**config.mk**
```make
export PLATFORM = sky130hd
export DESIGN_NAME = delayed_event_slot_table_core
export DESIGN_NICKNAME = d
export VERILOG_FILES = /design/src/rtl/dest_pkg.sv /design/src/rtl/delayed_event_slot_table_core.sv /design/src/rtl/dest_ram.sv /design/src/rtl/dest_ctrl.sv /design/src/rtl/dest_dp.sv
export VERILOG_INCLUDE_DIRS = /design/src /design/src/rtl
export SDC_FILE = /design/constraint.sdc
export NUM_CORES = 2
export LEC_CHECK = 0
export BUFFER_PORTS_ARGS = -buffer_cell sky130_fd_sc_hd__buf_2
export CORE_ASPECT_RATIO = 1.75
export CORE_MARGIN = 3
export CORE_UTILIZATION = 23
export CTS_CLUSTER_SIZE = 28
export DETAILED_ROUTE_END_ITERATION = 10
export GPL_TIMING_DRIVEN = 0
export SYNTH_ARGS = -nofsm -noshare
export SYNTH_HDL_FRONTEND = slang
export SYNTH_SLANG_ARGS = --single-unit
export TNS_END_PERCENT = 20
```
**constraint.sdc**
```tcl
create_clock -name clk -period 14.8 [get_ports clk]
set_clock_uncertainty 0.15 [all_clocks]
set_input_delay 1.48 -clock clk [delete_from_list [all_inputs] [get_ports clk]]
set_output_delay 1.48 -clock clk [all_outputs]
set_load 0.02 [all_outputs]
```
**src/rtl/delayed_event_slot_table_core_defines.svh**
```systemverilog
// Assertion macros for the delayed event slot table core.
// Used by the top level only; they expand to nothing when SYNTHESIS is defined.
`ifndef DELAYED_EVENT_SLOT_TABLE_CORE_DEFINES_SVH
`define DELAYED_EVENT_SLOT_TABLE_CORE_DEFINES_SVH
`ifndef SYNTHESIS
// Clocked assertion that is switched off while reset is asserted.
`define DEST_ASSERT(lbl, clk, rst_n, prop, msg) \
  lbl: assert property (@(posedge clk) disable iff (!rst_n) prop) else $error(msg);
// Clocked assertion that is also checked during reset.
`define DEST_ASSERT_NR(lbl, clk, prop, msg) \
  lbl: assert property (@(posedge clk) prop) else $error(msg);
`else
`define DEST_ASSERT(lbl, clk, rst_n, prop, msg)
`define DEST_ASSERT_NR(lbl, clk, prop, msg)
`endif
`endif

```
**src/rtl/dest_pkg.sv**
```systemverilog
// Shared types, codes and helper functions of the delayed event slot table.
// Used by the controller, the datapath and the top level; depends on nothing.
`default_nettype none

package dest_pkg;

  // Item kinds on the input channel.
  localparam logic CMD_SCHEDULE = 1'b0;
  localparam logic CMD_TICK     = 1'b1;

  // Result status codes.
  localparam logic [1:0] ST_OK        = 2'd0;
  localparam logic [1:0] ST_TOO_LONG  = 2'd1;
  localparam logic [1:0] ST_FULL      = 2'd2;
  localparam logic [1:0] ST_SINK_FULL = 2'd3;

  // Most results one tick may release, and the wait reported for an empty table.
  localparam logic [3:0]  MAX_OUT = 4'd8;
  localparam logic [31:0] NO_WAIT = 32'hFFFF_FFFF;

  localparam int IN_DATA_W  = 176;
  localparam int OUT_DATA_W = 144;

  // Command strobes from the controller to the datapath.
  typedef struct packed {
    logic start;
    logic scan_rd;
    logic commit;
    logic emit_rd;
    logic load_single;
    logic load_slot;
  } ctrl_cmd_t;

  // Status from the datapath to the controller.
  typedef struct packed {
    logic scan_last;
    logic is_tick;
    logic has_release;
    logic emit_last;
    logic out_free;
  } ctrl_stat_t;

  // Keeps the bytes below n of a little-endian 64-bit payload.
  function automatic logic [63:0] byte_mask(input logic [3:0] n);
    logic [63:0] m;
    m = '0;
    for (int b = 0; b < 8; b++) begin
      m[b*8 +: 8] = (4'(b) < n) ? 8'hFF : 8'h00;
    end
    return m;
  endfunction

endpackage

`default_nettype wire

```
**src/rtl/delayed_event_slot_table_core.sv**
```systemverilog
// Top level of the delayed event slot table: controller plus datapath.
// Depends on dest_pkg, dest_ctrl, dest_dp, dest_ram and the assertion macro header.
//
// Usage. The input stream carries one item per word: in_tuser is the item kind
// (0 schedules a delayed event, 1 is a tick that releases due events) and in_tdata
// holds the time, event fields, delay and accept limit. The output stream gives
// one or more result words per item; out_tlast marks the final one, out_tuser says
// that the word carries a released event, and out_tdata holds the event fields,
// the status code and the nearest remaining wait.
// Operation. Every item is handled by one pass over the slot store, one slot per
// cycle through the single read port of the slot RAM. After the scan the item is
// committed, and an item that gives one result then loads it into the output
// register. A tick that releases events reads each released event back from the
// slot RAM before it is presented. A new item is accepted only once the previous
// one has presented its last result.
// Stalls. A presented result sits in the output register until the receiver takes
// it; the block keeps its state meanwhile and waits. The next item may be accepted
// while the last result of the previous one is still waiting to be taken.
// Reset. rst_n is synchronous and active low; it frees every slot and empties the
// output register. Slot contents need no clearing because the scan ignores free slots.
`default_nettype none
`include "delayed_event_slot_table_core_defines.svh"

module delayed_event_slot_table_core #(
  parameter int SLOTS         = 8,
  parameter int PAYLOAD_BYTES = 8
) (
  input  wire logic                            clk,
  input  wire logic                            rst_n,
  input  wire logic                            in_tvalid,
  output logic                                 in_tready,
  // Low bit up: now_time[31:0], task_id[39:32], context_id[71:40],
  // pay_len[75:72], payload_data[139:76], delay_time[171:140],
  // accept_limit[175:172].
  input  wire logic [dest_pkg::IN_DATA_W-1:0]  in_tdata,
  // cmd: 0 schedule, 1 tick.
  input  wire logic                            in_tuser,
  output logic                                 out_tvalid,
  input  wire logic                            out_tready,
  // Low bit up: out_task[7:0], out_context[39:8], out_len[43:40],
  // out_payload[107:44], status[109:108], next_wait[141:110], zero padding[143:142].
  output logic      [dest_pkg::OUT_DATA_W-1:0] out_tdata,
  // released: the word carries an event.
  output logic                                 out_tuser,
  // last_result: final word caused by the item.
  output logic                                 out_tlast
);

  dest_pkg::ctrl_cmd_t  cmd;
  dest_pkg::ctrl_stat_t stat;
  logic [5:0]           cmd_vec;

  dest_ctrl u_ctrl (
    .clk       (clk),
    .rst_n     (rst_n),
    .in_tvalid (in_tvalid),
    .in_tready (in_tready),
    .stat      (stat),
    .cmd       (cmd)
  );

  dest_dp #(
    .SLOTS         (SLOTS),
    .PAYLOAD_BYTES (PAYLOAD_BYTES)
  ) u_dp (
    .clk        (clk),
    .rst_n      (rst_n),
    .in_tdata   (in_tdata),
    .in_tuser   (in_tuser),
    .out_tvalid (out_tvalid),
    .out_tready (out_tready),
    .out_tdata  (out_tdata),
    .out_tuser  (out_tuser),
    .out_tlast  (out_tlast),
    .cmd        (cmd),
    .stat       (stat)
  );

  assign cmd_vec = {cmd.start, cmd.scan_rd, cmd.commit, cmd.emit_rd,
                    cmd.load_single, cmd.load_slot};

  // Once an item is taken, no other is taken until its results are out.
  `DEST_ASSERT(a_busy_after_accept, clk, rst_n, (in_tvalid && in_tready) |=> !in_tready, "item accepted while busy")
  // The controller never overwrites a result that has not been taken.
  `DEST_ASSERT(a_no_overwrite, clk, rst_n, (cmd.load_single || cmd.load_slot) |-> stat.out_free, "pending result overwritten")
  // At most one command strobe per cycle.
  `DEST_ASSERT(a_one_command, clk, rst_n, $onehot0(cmd_vec), "several commands in one cycle")
  // Reset empties the output register.
  `DEST_ASSERT_NR(a_reset_empties_output, clk, !rst_n |=> !out_tvalid, "output valid after reset")

endmodule

`default_nettype wire

```
**src/rtl/dest_ram.sv**
```systemverilog
// Generic single-write, single-read RAM with a registered, enabled read port.
// Depends on nothing; used for the slot store of the delayed event table.
`default_nettype none

module dest_ram #(
  parameter int WIDTH = 8,
  parameter int DEPTH = 8,
  parameter int AW    = (DEPTH > 1) ? $clog2(DEPTH) : 1
) (
  input  wire logic             clk,
  input  wire logic             we,
  input  wire logic [AW-1:0]    waddr,
  input  wire logic [WIDTH-1:0] wdata,
  input  wire logic             re,
  input  wire logic [AW-1:0]    raddr,
  output logic      [WIDTH-1:0] rdata
);

  logic [WIDTH-1:0] mem [DEPTH];

  always_ff @(posedge clk) begin
    if (we) begin
      mem[waddr] <= wdata;
    end
    if (re) begin
      rdata <= mem[raddr];
    end
  end

endmodule

`default_nettype wire

```
**src/rtl/dest_ctrl.sv**
```systemverilog
// Sequencing state machine of the delayed event slot table.
// Depends on dest_pkg for the command and status structs.
`default_nettype none

module dest_ctrl (
  input  wire logic                 clk,
  input  wire logic                 rst_n,
  input  wire logic                 in_tvalid,
  output logic                      in_tready,
  input  wire dest_pkg::ctrl_stat_t stat,
  output dest_pkg::ctrl_cmd_t       cmd
);

  localparam logic [2:0] S_IDLE    = 3'd0;
  localparam logic [2:0] S_SCAN    = 3'd1;
  localparam logic [2:0] S_DRAIN   = 3'd2;
  localparam logic [2:0] S_COMMIT  = 3'd3;
  localparam logic [2:0] S_SINGLE  = 3'd4;
  localparam logic [2:0] S_EMIT_RD = 3'd5;
  localparam logic [2:0] S_EMIT_LD = 3'd6;

  logic [2:0] state_r;
  logic [2:0] state_nxt;

  always_comb begin
    state_nxt = state_r;
    cmd       = '0;
    in_tready = 1'b0;
    case (state_r)
      S_IDLE: begin
        in_tready = 1'b1;
        if (in_tvalid) begin
          cmd.start = 1'b1;
          state_nxt = S_SCAN;
        end
      end
      S_SCAN: begin
        cmd.scan_rd = 1'b1;
        if (stat.scan_last) begin
          state_nxt = S_DRAIN;
        end
      end
      // The last slot read is evaluated here.
      S_DRAIN: begin
        state_nxt = S_COMMIT;
      end
      S_COMMIT: begin
        cmd.commit = 1'b1;
        if (stat.is_tick && stat.has_release) begin
          state_nxt = S_EMIT_RD;
        end else begin
          state_nxt = S_SINGLE;
        end
      end
      S_SINGLE: begin
        if (stat.out_free) begin
          cmd.load_single = 1'b1;
          state_nxt       = S_IDLE;
        end
      end
      S_EMIT_RD: begin
        cmd.emit_rd = 1'b1;
        state_nxt   = S_EMIT_LD;
      end
      S_EMIT_LD: begin
        if (stat.out_free) begin
          cmd.load_slot = 1'b1;
          state_nxt     = stat.emit_last ? S_IDLE : S_EMIT_RD;
        end
      end
      default: begin
        state_nxt = S_IDLE;
      end
    endcase
  end

  always_ff @(posedge clk) begin
    if (!rst_n) begin
      state_r <= S_IDLE;
    end else begin
      state_r <= state_nxt;
    end
  end

endmodule

`default_nettype wire

```
**src/rtl/dest_dp.sv**
```systemverilog
// Datapath of the delayed event slot table: item register, slot store,
// scan accumulators, release list and output register. Depends on dest_pkg and dest_ram.
`default_nettype none

module dest_dp #(
  parameter int SLOTS         = 8,
  parameter int PAYLOAD_BYTES = 8
) (
  input  wire logic                                clk,
  input  wire logic                                rst_n,
  input  wire logic [dest_pkg::IN_DATA_W-1:0]      in_tdata,
  input  wire logic                                in_tuser,
  output logic                                     out_tvalid,
  input  wire logic                                out_tready,
  output logic      [dest_pkg::OUT_DATA_W-1:0]     out_tdata,
  output logic                                     out_tuser,
  output logic                                     out_tlast,
  input  wire dest_pkg::ctrl_cmd_t                 cmd,
  output dest_pkg::ctrl_stat_t                     stat
);

  localparam int IDX_W  = (SLOTS > 1) ? $clog2(SLOTS) : 1;
  localparam int PAY_W  = 8 * PAYLOAD_BYTES;
  localparam int WORD_W = 76 + PAY_W;
  localparam logic [3:0] PB_LEN = 4'(PAYLOAD_BYTES);

  // Item register.
  logic        cmd_r;
  logic [31:0] now_r;
  logic [7:0]  task_r;
  logic [31:0] ctx_r;
  logic [3:0]  len_r;
  logic [63:0] pay_r;
  logic [31:0] delay_r;
  logic [3:0]  lim_r;

  // Scan and release bookkeeping.
  logic [SLOTS-1:0] used_r;
  logic [IDX_W-1:0] addr_r;
  logic             proc_valid_r;
  logic [IDX_W-1:0] proc_idx_r;
  logic [31:0]      best_r;
  logic             found_r;
  logic [IDX_W-1:0] free_idx_r;
  logic             free_found_r;
  logic             sink_r;
  logic [3:0]       n_r;
  logic [IDX_W-1:0] list_r [8];
  logic [2:0]       k_r;

  // Output register.
  logic        out_valid_r;
  logic        out_rel_r;
  logic [7:0]  out_task_r;
  logic [31:0] out_ctx_r;
  logic [3:0]  out_len_r;
  logic [63:0] out_pay_r;
  logic [1:0]  out_status_r;
  logic [31:0] out_wait_r;
  logic        out_last_r;

  // Slot store.
  logic              ram_we;
  logic [WORD_W-1:0] ram_wdata;
  logic              ram_re;
  logic [IDX_W-1:0]  ram_raddr;
  logic [WORD_W-1:0] ram_rdata;

  logic [7:0]  rd_task;
  logic [31:0] rd_ctx;
  logic [3:0]  rd_len;
  logic [PAY_W-1:0] rd_pay;
  logic [31:0] rd_due;
  logic [31:0] elapsed;
  logic [31:0] remain;
  logic [31:0] remain_c;
  logic        p_used;
  logic        due_hit;
  logic        do_release;
  logic        hit_limit;
  logic        take_min;
  logic        store_ok;
  logic [31:0] new_wait;
  logic [3:0]  len_sat;
  logic [63:0] pay_store;
  logic [63:0] pay_now;
  logic [1:0]  single_status;
  logic [31:0] wait_val;
  logic        out_free;

  dest_ram #(
    .WIDTH (WORD_W),
    .DEPTH (SLOTS),
    .AW    (IDX_W)
  ) u_slot_ram (
    .clk   (clk),
    .we    (ram_we),
    .waddr (free_idx_r),
    .wdata (ram_wdata),
    .re    (ram_re),
    .raddr (ram_raddr),
    .rdata (ram_rdata)
  );

  assign rd_task = ram_rdata[7:0];
  assign rd_ctx  = ram_rdata[39:8];
  assign rd_len  = ram_rdata[43:40];
  assign rd_pay  = ram_rdata[44 +: PAY_W];
  assign rd_due  = ram_rdata[44 + PAY_W +: 32];

  // Wrap-safe compare: the slot is due when now - due is not negative.
  assign elapsed  = now_r - rd_due;
  assign remain   = rd_due - now_r;
  assign remain_c = remain[31] ? 32'd0 : remain;
  assign p_used   = used_r[proc_idx_r];
  assign due_hit  = proc_valid_r && (cmd_r == dest_pkg::CMD_TICK) && p_used &&
                    !elapsed[31] && !sink_r;
  assign do_release = due_hit && (n_r < lim_r);
  assign hit_limit  = due_hit && !(n_r < lim_r);
  assign take_min   = proc_valid_r && p_used && !do_release;

  assign store_ok  = (cmd_r == dest_pkg::CMD_SCHEDULE) && (delay_r != 32'd0) &&
                     (len_r <= PB_LEN) && free_found_r;
  assign new_wait  = delay_r[31] ? 32'd0 : delay_r;
  assign len_sat   = (len_r > PB_LEN) ? PB_LEN : len_r;
  assign pay_store = pay_r & dest_pkg::byte_mask(len_r);
  assign pay_now   = pay_r & dest_pkg::byte_mask(len_sat);
  assign ram_we    = cmd.commit && store_ok;
  assign ram_wdata = {now_r + delay_r, pay_store[PAY_W-1:0], len_r, ctx_r, task_r};
  assign ram_re    = cmd.scan_rd || cmd.emit_rd;
  assign ram_raddr = cmd.emit_rd ? list_r[k_r] : addr_r;

  always_comb begin
    single_status = dest_pkg::ST_OK;
    if (cmd_r == dest_pkg::CMD_TICK) begin
      single_status = sink_r ? dest_pkg::ST_SINK_FULL : dest_pkg::ST_OK;
    end else if (delay_r == 32'd0) begin
      single_status = dest_pkg::ST_OK;
    end else if (len_r > PB_LEN) begin
      single_status = dest_pkg::ST_TOO_LONG;
    end else if (!free_found_r) begin
      single_status = dest_pkg::ST_FULL;
    end
  end

  assign wait_val = found_r ? best_r : dest_pkg::NO_WAIT;
  assign out_free = !out_valid_r || out_tready;

  assign stat.scan_last   = (addr_r == IDX_W'(SLOTS - 1));
  assign stat.is_tick     = (cmd_r == dest_pkg::CMD_TICK);
  assign stat.has_release = (n_r != 4'd0);
  assign stat.emit_last   = ((4'(k_r) + 4'd1) == n_r);
  assign stat.out_free    = out_free;

  // Item capture; payload registers carry no reset.
  always_ff @(posedge clk) begin
    if (cmd.start) begin
      cmd_r   <= in_tuser;
      now_r   <= in_tdata[31:0];
      task_r  <= in_tdata[39:32];
      ctx_r   <= in_tdata[71:40];
      len_r   <= in_tdata[75:72];
      pay_r   <= in_tdata[139:76];
      delay_r <= in_tdata[171:140];
      lim_r   <= (in_tdata[175:172] > dest_pkg::MAX_OUT) ? dest_pkg::MAX_OUT
                                                           : in_tdata[175:172];
    end
  end

  // Scan accumulators and slot occupancy.
  always_ff @(posedge clk) begin
    if (!rst_n) begin
      used_r       <= '0;
      addr_r       <= '0;
      proc_valid_r <= 1'b0;
      found_r      <= 1'b0;
      free_found_r <= 1'b0;
      sink_r       <= 1'b0;
      n_r          <= '0;
      k_r          <= '0;
    end else begin
      proc_valid_r <= cmd.scan_rd;
      if (cmd.start) begin
        addr_r       <= '0;
        found_r      <= 1'b0;
        free_found_r <= 1'b0;
        sink_r       <= 1'b0;
        n_r          <= '0;
        k_r          <= '0;
      end
      if (cmd.scan_rd) begin
        addr_r <= addr_r + IDX_W'(1);
      end
      if (do_release) begin
        used_r[proc_idx_r] <= 1'b0;
        n_r                <= n_r + 4'd1;
      end
      if (hit_limit) begin
        sink_r <= 1'b1;
      end
      if (take_min && (!found_r || (remain_c < best_r))) begin
        found_r <= 1'b1;
      end
      if (proc_valid_r && !p_used && !free_found_r) begin
        free_found_r <= 1'b1;
      end
      if (cmd.commit && store_ok) begin
        used_r[free_idx_r] <= 1'b1;
        found_r            <= 1'b1;
      end
      if (cmd.load_slot) begin
        k_r <= k_r + 3'd1;
      end
    end
  end

  // Data side of the scan: indices, running minimum and release list.
  always_ff @(posedge clk) begin
    proc_idx_r <= addr_r;
    if (take_min && (!found_r || (remain_c < best_r))) begin
      best_r <= remain_c;
    end
    if (proc_valid_r && !p_used && !free_found_r) begin
      free_idx_r <= proc_idx_r;
    end
    if (do_release) begin
      list_r[n_r[2:0]] <= proc_idx_r;
    end
    if (cmd.commit && store_ok && (!found_r || (new_wait < best_r))) begin
      best_r <= new_wait;
    end
  end

  // Output register: holds a result until the receiver takes it.
  always_ff @(posedge clk) begin
    if (!rst_n) begin
      out_valid_r <= 1'b0;
    end else if (cmd.load_single || cmd.load_slot) begin
      out_valid_r <= 1'b1;
    end else if (out_tready) begin
      out_valid_r <= 1'b0;
    end
  end

  always_ff @(posedge clk) begin
    if (cmd.load_single) begin
      out_wait_r <= wait_val;
      out_last_r <= 1'b1;
      if ((cmd_r == dest_pkg::CMD_SCHEDULE) && (delay_r == 32'd0)) begin
        out_rel_r    <= 1'b1;
        out_task_r   <= task_r;
        out_ctx_r    <= ctx_r;
        out_len_r    <= len_sat;
        out_pay_r    <= pay_now;
        out_status_r <= dest_pkg::ST_OK;
      end else begin
        out_rel_r    <= 1'b0;
        out_task_r   <= '0;
        out_ctx_r    <= '0;
        out_len_r    <= '0;
        out_pay_r    <= '0;
        out_status_r <= single_status;
      end
    end else if (cmd.load_slot) begin
      out_rel_r    <= 1'b1;
      out_task_r   <= rd_task;
      out_ctx_r    <= rd_ctx;
      out_len_r    <= rd_len;
      out_pay_r    <= 64'(rd_pay);
      out_status_r <= (stat.emit_last && sink_r) ? dest_pkg::ST_SINK_FULL
                                                 : dest_pkg::ST_OK;
      out_wait_r   <= wait_val;
      out_last_r   <= stat.emit_last;
    end
  end

  assign out_tvalid = out_valid_r;
  assign out_tuser  = out_rel_r;
  assign out_tlast  = out_last_r;
  assign out_tdata  = {2'b00, out_wait_r, out_status_r, out_pay_r, out_len_r,
                       out_ctx_r, out_task_r};

endmodule

`default_nettype wire
```
# Word-level counts from Yosys, hierarchy flattened
# Memory sizes are Yosys's and may differ from the RTL's. A register that Yosys moved wholly into a read port is not among the register bits.
# Index checks and enable logic that the tools add are counted.
dict set report op_classes {
  bitwise 6
  n_eq_ne 12
  n_lt_le_gt_ge 26
  multipliers 0
  muxes 92
  shift 0
  div_mod_pow 0
  reduce_logical 48
  add_sub_neg 7
}
# operator n
set op_table {}
lappend op_table {{32-bit 2-to-1 mux} 8}
lappend op_table {{64-bit 2-to-1 mux} 3}
lappend op_table {{8-bit 2-to-1 mux} 22}
lappend op_table {{64-bit bitwise AND} 2}
lappend op_table {{32-bit less-than comparator} 2}
lappend op_table {{32-bit subtractor} 2}
lappend op_table {{31-bit 2-to-1 mux} 2}
lappend op_table {{3-bit 2-to-1 mux} 11}
lappend op_table {{32-bit adder} 1}
lappend op_table {{32-bit logical NOT} 1}
lappend op_table {{3-bit by 4-bit less-than comparator with 1-bit output, first input constant} 8}
lappend op_table {{32-bit nonzero test} 1}
lappend op_table {{1-bit 2-to-1 mux} 27}
lappend op_table {{4-bit 2-to-1 mux} 6}
lappend op_table {{1-bit logical AND} 21}
lappend op_table {{3-bit case mux with 7 select lines} 1}
lappend op_table {{2-bit 2-to-1 mux} 9}
lappend op_table {{1-bit by 4-bit less-than comparator with 1-bit output, first input constant} 4}
lappend op_table {{2-bit by 4-bit less-than comparator with 1-bit output, first input constant} 4}
lappend op_table {{2-bit nonzero test} 8}
lappend op_table {{3-bit == test, second input constant} 4}
lappend op_table {{8-bit bitwise AND} 1}
lappend op_table {{4-bit > comparator, second input constant} 2}
lappend op_table {{1-bit logical NOT} 8}
lappend op_table {{22 further kinds} 33}
dict set report totals {
  memories 2
  latch_bits 0
  in_bits 181
  mem_bits_ro 0
  ramBits 1144
  ff_bits 385
  wordCells 222
}
# name words word_bits read_ports rd_ports_with_merged_regs write_ports line
set memory_table {}
lappend memory_table {u_dp.u_slot_ram.mem 8 140 1 1 1 dest_ram.sv:19} ;# logic [WIDTH-1:0] mem [DEPTH];
lappend memory_table {u_dp.list_r 8 3 1 1 1 dest_dp.sv:48} ;# logic [IDX_W-1:0] list_r [8];

# Longest topological paths before layout
dict set report depth {
  depth_word 11
  depth_mapped 23
  ltp_nobuf 23
}

# By module
# Synthesis repeated with hierarchy kept, for this count alone.
dict set report hier_totals {
  cells_unflattened 3714
  area_unflattened_um2 67992.7
}
# mod area_per_inst_um2 cells_per_inst n_inst
set modules_own_cells {}
lappend modules_own_cells {dest_ram 46266.9 1771 1}
lappend modules_own_cells {dest_dp 21454.3 1912 1}
lappend modules_own_cells {dest_ctrl 271.5 31 1}

# Worst setup path after synthesis
# Ideal clock, no wire load.
dict set report synth_path {
  path_kind {reg2reg}
  startpoint {register u_dp.len_r[0]}
  endpoint {memory u_dp.u_slot_ram.mem[0][0] (netlist name) (enable)}
  n_path_buf 0
  arrival_time_ns 11.126
  path_stages_with_launch 5
  period_less_slack_ns 12.089
  required_ns 13.838
  path_slack_ns 2.711
  setup_time_ns 0.812
  path_cell_list {edfxtp_1 > o31a_1 > or4_4 > or2_2 > nor3_1}
}
dict set report synth_via {
  elab_chain_cells 6
}
# item line
set synth_lines {}
lappend synth_lines {{from (decl)} dest_dp.sv:32} ;# logic [3:0] len_r;
lappend synth_lines {{from (signal assigned)} dest_dp.sv:162} ;# len_r <= in_tdata[75:72];
lappend synth_lines {{4-bit less-or-equal comparator} dest_dp.sv:123} ;# (len_r <= PB_LEN) && free_found_r;
lappend synth_lines {{1-bit logical AND} dest_dp.sv:122} ;# assign store_ok = (cmd_r == dest_pkg::CMD_SCHEDULE) && (delay_r != 32'd0) &&
lappend synth_lines {{1-bit logical AND} dest_dp.sv:123}
lappend synth_lines {{1-bit logical AND} dest_dp.sv:128} ;# assign ram_we = cmd.commit && store_ok;
lappend synth_lines {{1-bit 2-to-1 mux} dest_ram.sv:22} ;# if (we) begin
lappend synth_lines {{1-bit 2-to-1 mux (implied by the code)} dest_ram.sv:23} ;# mem[waddr] <= wdata;
lappend synth_lines {{to (decl)} dest_ram.sv:19}
# Every way passes these cells.

# Worst setup path after layout
dict set report layout_path {
  startpoint {register u_dp.now_r[4]}
  endpoint {register u_dp.best_r[29] (enable)}
}
dict set report layout_via {
  elab_chain_cells 9
  elab_cells_between_ends 13
  cone_classes {add/sub: 2; order compare: 1; mux: 1; reduce/logical: 9}
}
# item line
set layout_lines {}
lappend layout_lines {{from (decl)} dest_dp.sv:29} ;# logic [31:0] now_r;
lappend layout_lines {{from (signal assigned)} dest_dp.sv:159} ;# now_r <= in_tdata[31:0];
lappend layout_lines {{branches (longest 7 deep; another with 32-bit subtractor)} --}
lappend layout_lines {{1-bit logical AND *} dest_dp.sv:220} ;# if (take_min && (!found_r || (remain_c < best_r))) begin
lappend layout_lines {{2-bit nonzero test (no line) *} --}
lappend layout_lines {{to (signal assigned)} dest_dp.sv:221} ;# best_r <= remain_c;
lappend layout_lines {{to (signal assigned)} dest_dp.sv:230} ;# best_r <= new_wait;
lappend layout_lines {{to (decl)} dest_dp.sv:42} ;# logic [31:0] best_r;
# Every way passes the cells marked *.
# A chain may end at the register's enable or synchronous reset.

==> flow_summary.json <==
{
  "clockRootBuffer": "clkbuf_16",
  "synth_area_um2": 67700,
  "drt_wl_total_um": 198000,
  "yosys_warnings": 0,
  "synthArstFlopShare": 0,
  "htree_levels": 4,
  "cts_resized": 0,
  "layout-drive-gt1-share": 0.273,
  "drv_slew": 0,
  "drtIter0Drc": 3129,
  "cts.sinks": 1671,
  "status": "finished, final reports clean",
  "power_density_nw_per_um2": 126,
  "grt_max_degree": 76,
  "postCtsSetupBuffers": 0,
  "worstHoldPathType": "reg -> reg",
  "top_layer": "met5",
  "place.gp.congestion": 0.913,
  "syn_avg_cell_area_um2": 18.3,
  "area.growth.synth_to_final_pct": 20.5,
  "drv_cap": 0,
  "rsz0062_at_grt": "no",
  "cts_tree": "done",
  "synthFlopType": "edfxtp_1",
  "met3_length_um": 9000,
  "antenna_found_initial": 20,
  "drt-vias-per-instance": 4.34,
  "coreArea_um2": 293000,
  "routedLengthMet1_um": 75600,
  "crit_slowest_cell": "a211oi_1",
  "critPathArrivalTime_ns": 8.05,
  "regToRegSetupSlack_ns": 6.96,
  "crit_top_cell": "nor2_1",
  "cp.required_ns": 15.00,
  "ant_nets": 0,
  "path_clk_slew_ns": 0.08,
  "slew_headroom": 0.0648,
  "timing.rr.start": "u_dp.now_r[4]",
  "peakVddDrop_uv": 101,
  "drt_pass1_iterations": 6,
  "num_rows": 263,
  "wl_met2_um": 103000,
  "hold_viol": 0,
  "portBuffers": 325,
  "clk_path_buf_depth": 4,
  "min_path_cells": 0,
  "min_from": "u_dp.addr_r[1]",
  "place_hpwl_um": 139000,
  "fp.dieH_um": 724,
  "fillers": 29100,
  "wire_per_inst_um": 23.8,
  "dp_slack_ns": 7.24,
  "max_freq_mhz": 127,
  "grt-ovfl-total": 0,
  "crit_chain": "ha_1, o21ai_0, o21ai_0, nand3_1, a211oi_1, o311ai_0, a21oi_1, nor2_1, xor2_1, nor2_1, ha_1, nand4_1, nor2_1, nand3_1, or3_1, a2111oi_0, a21boi_0, a2111oi_0, o311a_1, or2_2",
  "r2r-end": "u_dp.best_r[29]",
  "yosysSeqAreaShare": 0.736,
  "critPathMaxStageDelay_ns": 1.01,
  "grt_first_pass_wirelength_um": 278000,
  "worstSetupPathType": "reg -> reg",
  "grtUsageTotal": 0.128,
  "vias": 36000,
  "synth_edf_count": 1638,
  "ys_ff_latch": 1671,
  "drc": 0,
  "tightest_slew_ns": 1.40,
  "post-route-period-util": 0.530,
  "setup_slack_ns": 6.96,
  "die_x_um": 416,
  "endpoint_kind": "flip-flop",
  "syn_inst": 3706,
  "min_period_ns": 7.84,
  "postCtsHoldBufs": 0,
  "hold_end": "u_dp.proc_idx_r[1]",
  "ys_types": 81,
  "startpoint_type": "flip-flop",
  "setup_viol": 0,
  "num_io_pins": 329,
  "fin_nets": 4656,
  "grt_pass1_vias": 38300,
  "clk_latency_ns": 0.84,
  "dieArea_um2": 301000,
  "reg2regPathDepth": 20,
  "crit_path_max_fanout": 31,
  "cts_inserted_buffers": 169,
  "start_util": 0.231,
  "p_leak_nw": 27.0,
  "final_core_util": 0.278
}
## registers in the layout, summed over array words and instances (netlist names), 4 cells and up, named ones only
name                   flops
u_dp.u_slot_ram.mem     1120
u_dp.u_slot_ram.rdata    140
u_dp.out_pay_r            64
u_dp.pay_r                64
u_dp.ctx_r                32
u_dp.delay_r              32
u_dp.now_r                32
u_dp.out_ctx_r            32
u_dp.out_wait_r           32
u_dp.best_r               31
u_dp.list_r               24
u_dp.out_task_r            8
u_dp.task_r                8
u_dp.used_r                8
u_dp.len_r                 4
u_dp.lim_r                 4
u_dp.n_r                   4
u_dp.out_len_r             4
## stage by stage
stage	instances	total power [mW]	setup TNS (ns)	cell area, um2	hold WS [ns]
4_1_cts	8280	10.4	0	81600	0.246
6_report	8291	10.3	0	81600	0.245
3_5_place_dp	7982	6.13	0	76200	0.238
2_1_floorplan	3707	5.87	0	67700	0.218
5_1_grt	8282	10.7	0	81600	0.266
3_3_place_gp	7874	6.12	-6695.27	74200	0.232
## layout by cell type, fill, tap and decap left out, types with 54 or more instances in the layout
cell type and instances:
edfxtp_1 1638, buf_2 360, nand2_1 307, mux4_2 287, clkbuf_16 171, ha_1 161, o21ai_0 152, mux2_2 142
inv_1 127, clkbuf_1 104, a21oi_1 89, nor2_1 85, nor2b_1 69, buf_12 54
## cell families after synthesis
family	count (synthesis)	synth area share
buffers and inverters	282	0.0173
adders and majority gates	163	0.0303
AOI/OAI and AO/OA	413	0.0380
xor gates and xnor gates	66	0.00864
DFF	1671	0.736
other	1	0.0000554
and+or+nand+nor	652	0.0450
muxes	458	0.125
## metal layers
layer | vias up | track usage
met4 | 4 | 0.0590
li1 | 15800 | -
met5 | - | 0
met1 | 18700 | 0.148
met2 | 1133 | 0.234
met3 | 356 | 0.0188
## worst max-delay path by stage
stage | slack [ns] | start | cells past startpoint | end
global route | 6.84 | u_dp.u_slot_ram.rdata[108] | 23 | u_dp.best_r[26]
floorplan | 2.71 | u_dp.len_r[0] | 4 | u_dp.u_slot_ram.mem[0][0]
detailed placement | 7.24 | u_dp.now_r[0] | 22 | u_dp.best_r[1]
CTS | 7.13 | u_dp.now_r[4] | 20 | u_dp.best_r[26]
finish | 6.96 | u_dp.now_r[4] | 20 | u_dp.best_r[29]
global placement | -11.94 | u_dp.delay_r[29] | 8 | u_dp.used_r[0]
## power by group
part / switching [mW] / total (mW) / internal (mW)
registers: 0.0490 / 5.35 / 5.31
clock network: 1.89 / 4.27 / 2.38
logic: 0.402 / 0.666 / 0.264
## synth_stat cells, types with 11 or more instances
master,n,area (um2)
nor2_1,92,345
a21o_1,45,338
mux4_2,287,6460
o21ai_1,11,55.1
xor2_1,22,193
edfxtp_1,1638,49200
buf_2,35,175
nor2b_1,70,438
mux2_2,142,1600
nand2b_1,21,131
nand2_1,307,1150
o21a_1,16,120
dfxtp_1,33,661
and2_1,43,269
o21ai_0,152,761
nand4_1,14,87.6
xnor2_1,43,377
clkbuf_1,92,345
a21oi_1,90,450
a31oi_1,11,68.8
mux2_4,20,300
buf_1,18,67.6
inv_1,128,480
ha_1,161,2010
nor4_1,15,93.8
nor3_1,21,105
nand3_1,33,165
## final cells by class
type / instances / area (um2) / area share
buffer: 153 / 692 / 0.00848
multi-input combinational: 1754 / 16800 / 0.206
clock inverter: 106 / 1010 / 0.0123
tap: 3842 / 4810 / 0.0589
antenna: 10 / 25.0 / 0.000307
inverter: 129 / 492 / 0.00603
sequential: 1671 / 49800 / 0.611
timing repair buffer: 434 / 3520 / 0.0431
clock buffer: 192 / 4390 / 0.0538
## worst max-delay path: cells and delay by family, from the launching register on
family	cells	cell delay, ns
XOR/XNOR	1	0.30
adder cells (fa/ha/maj)	2	0.74
flip-flops	1	0.51
AO/OA/AOI/OAI	9	3.52
AND/OR/NAND/NOR	8	2.12
Power figures use the tool's default switching activity.
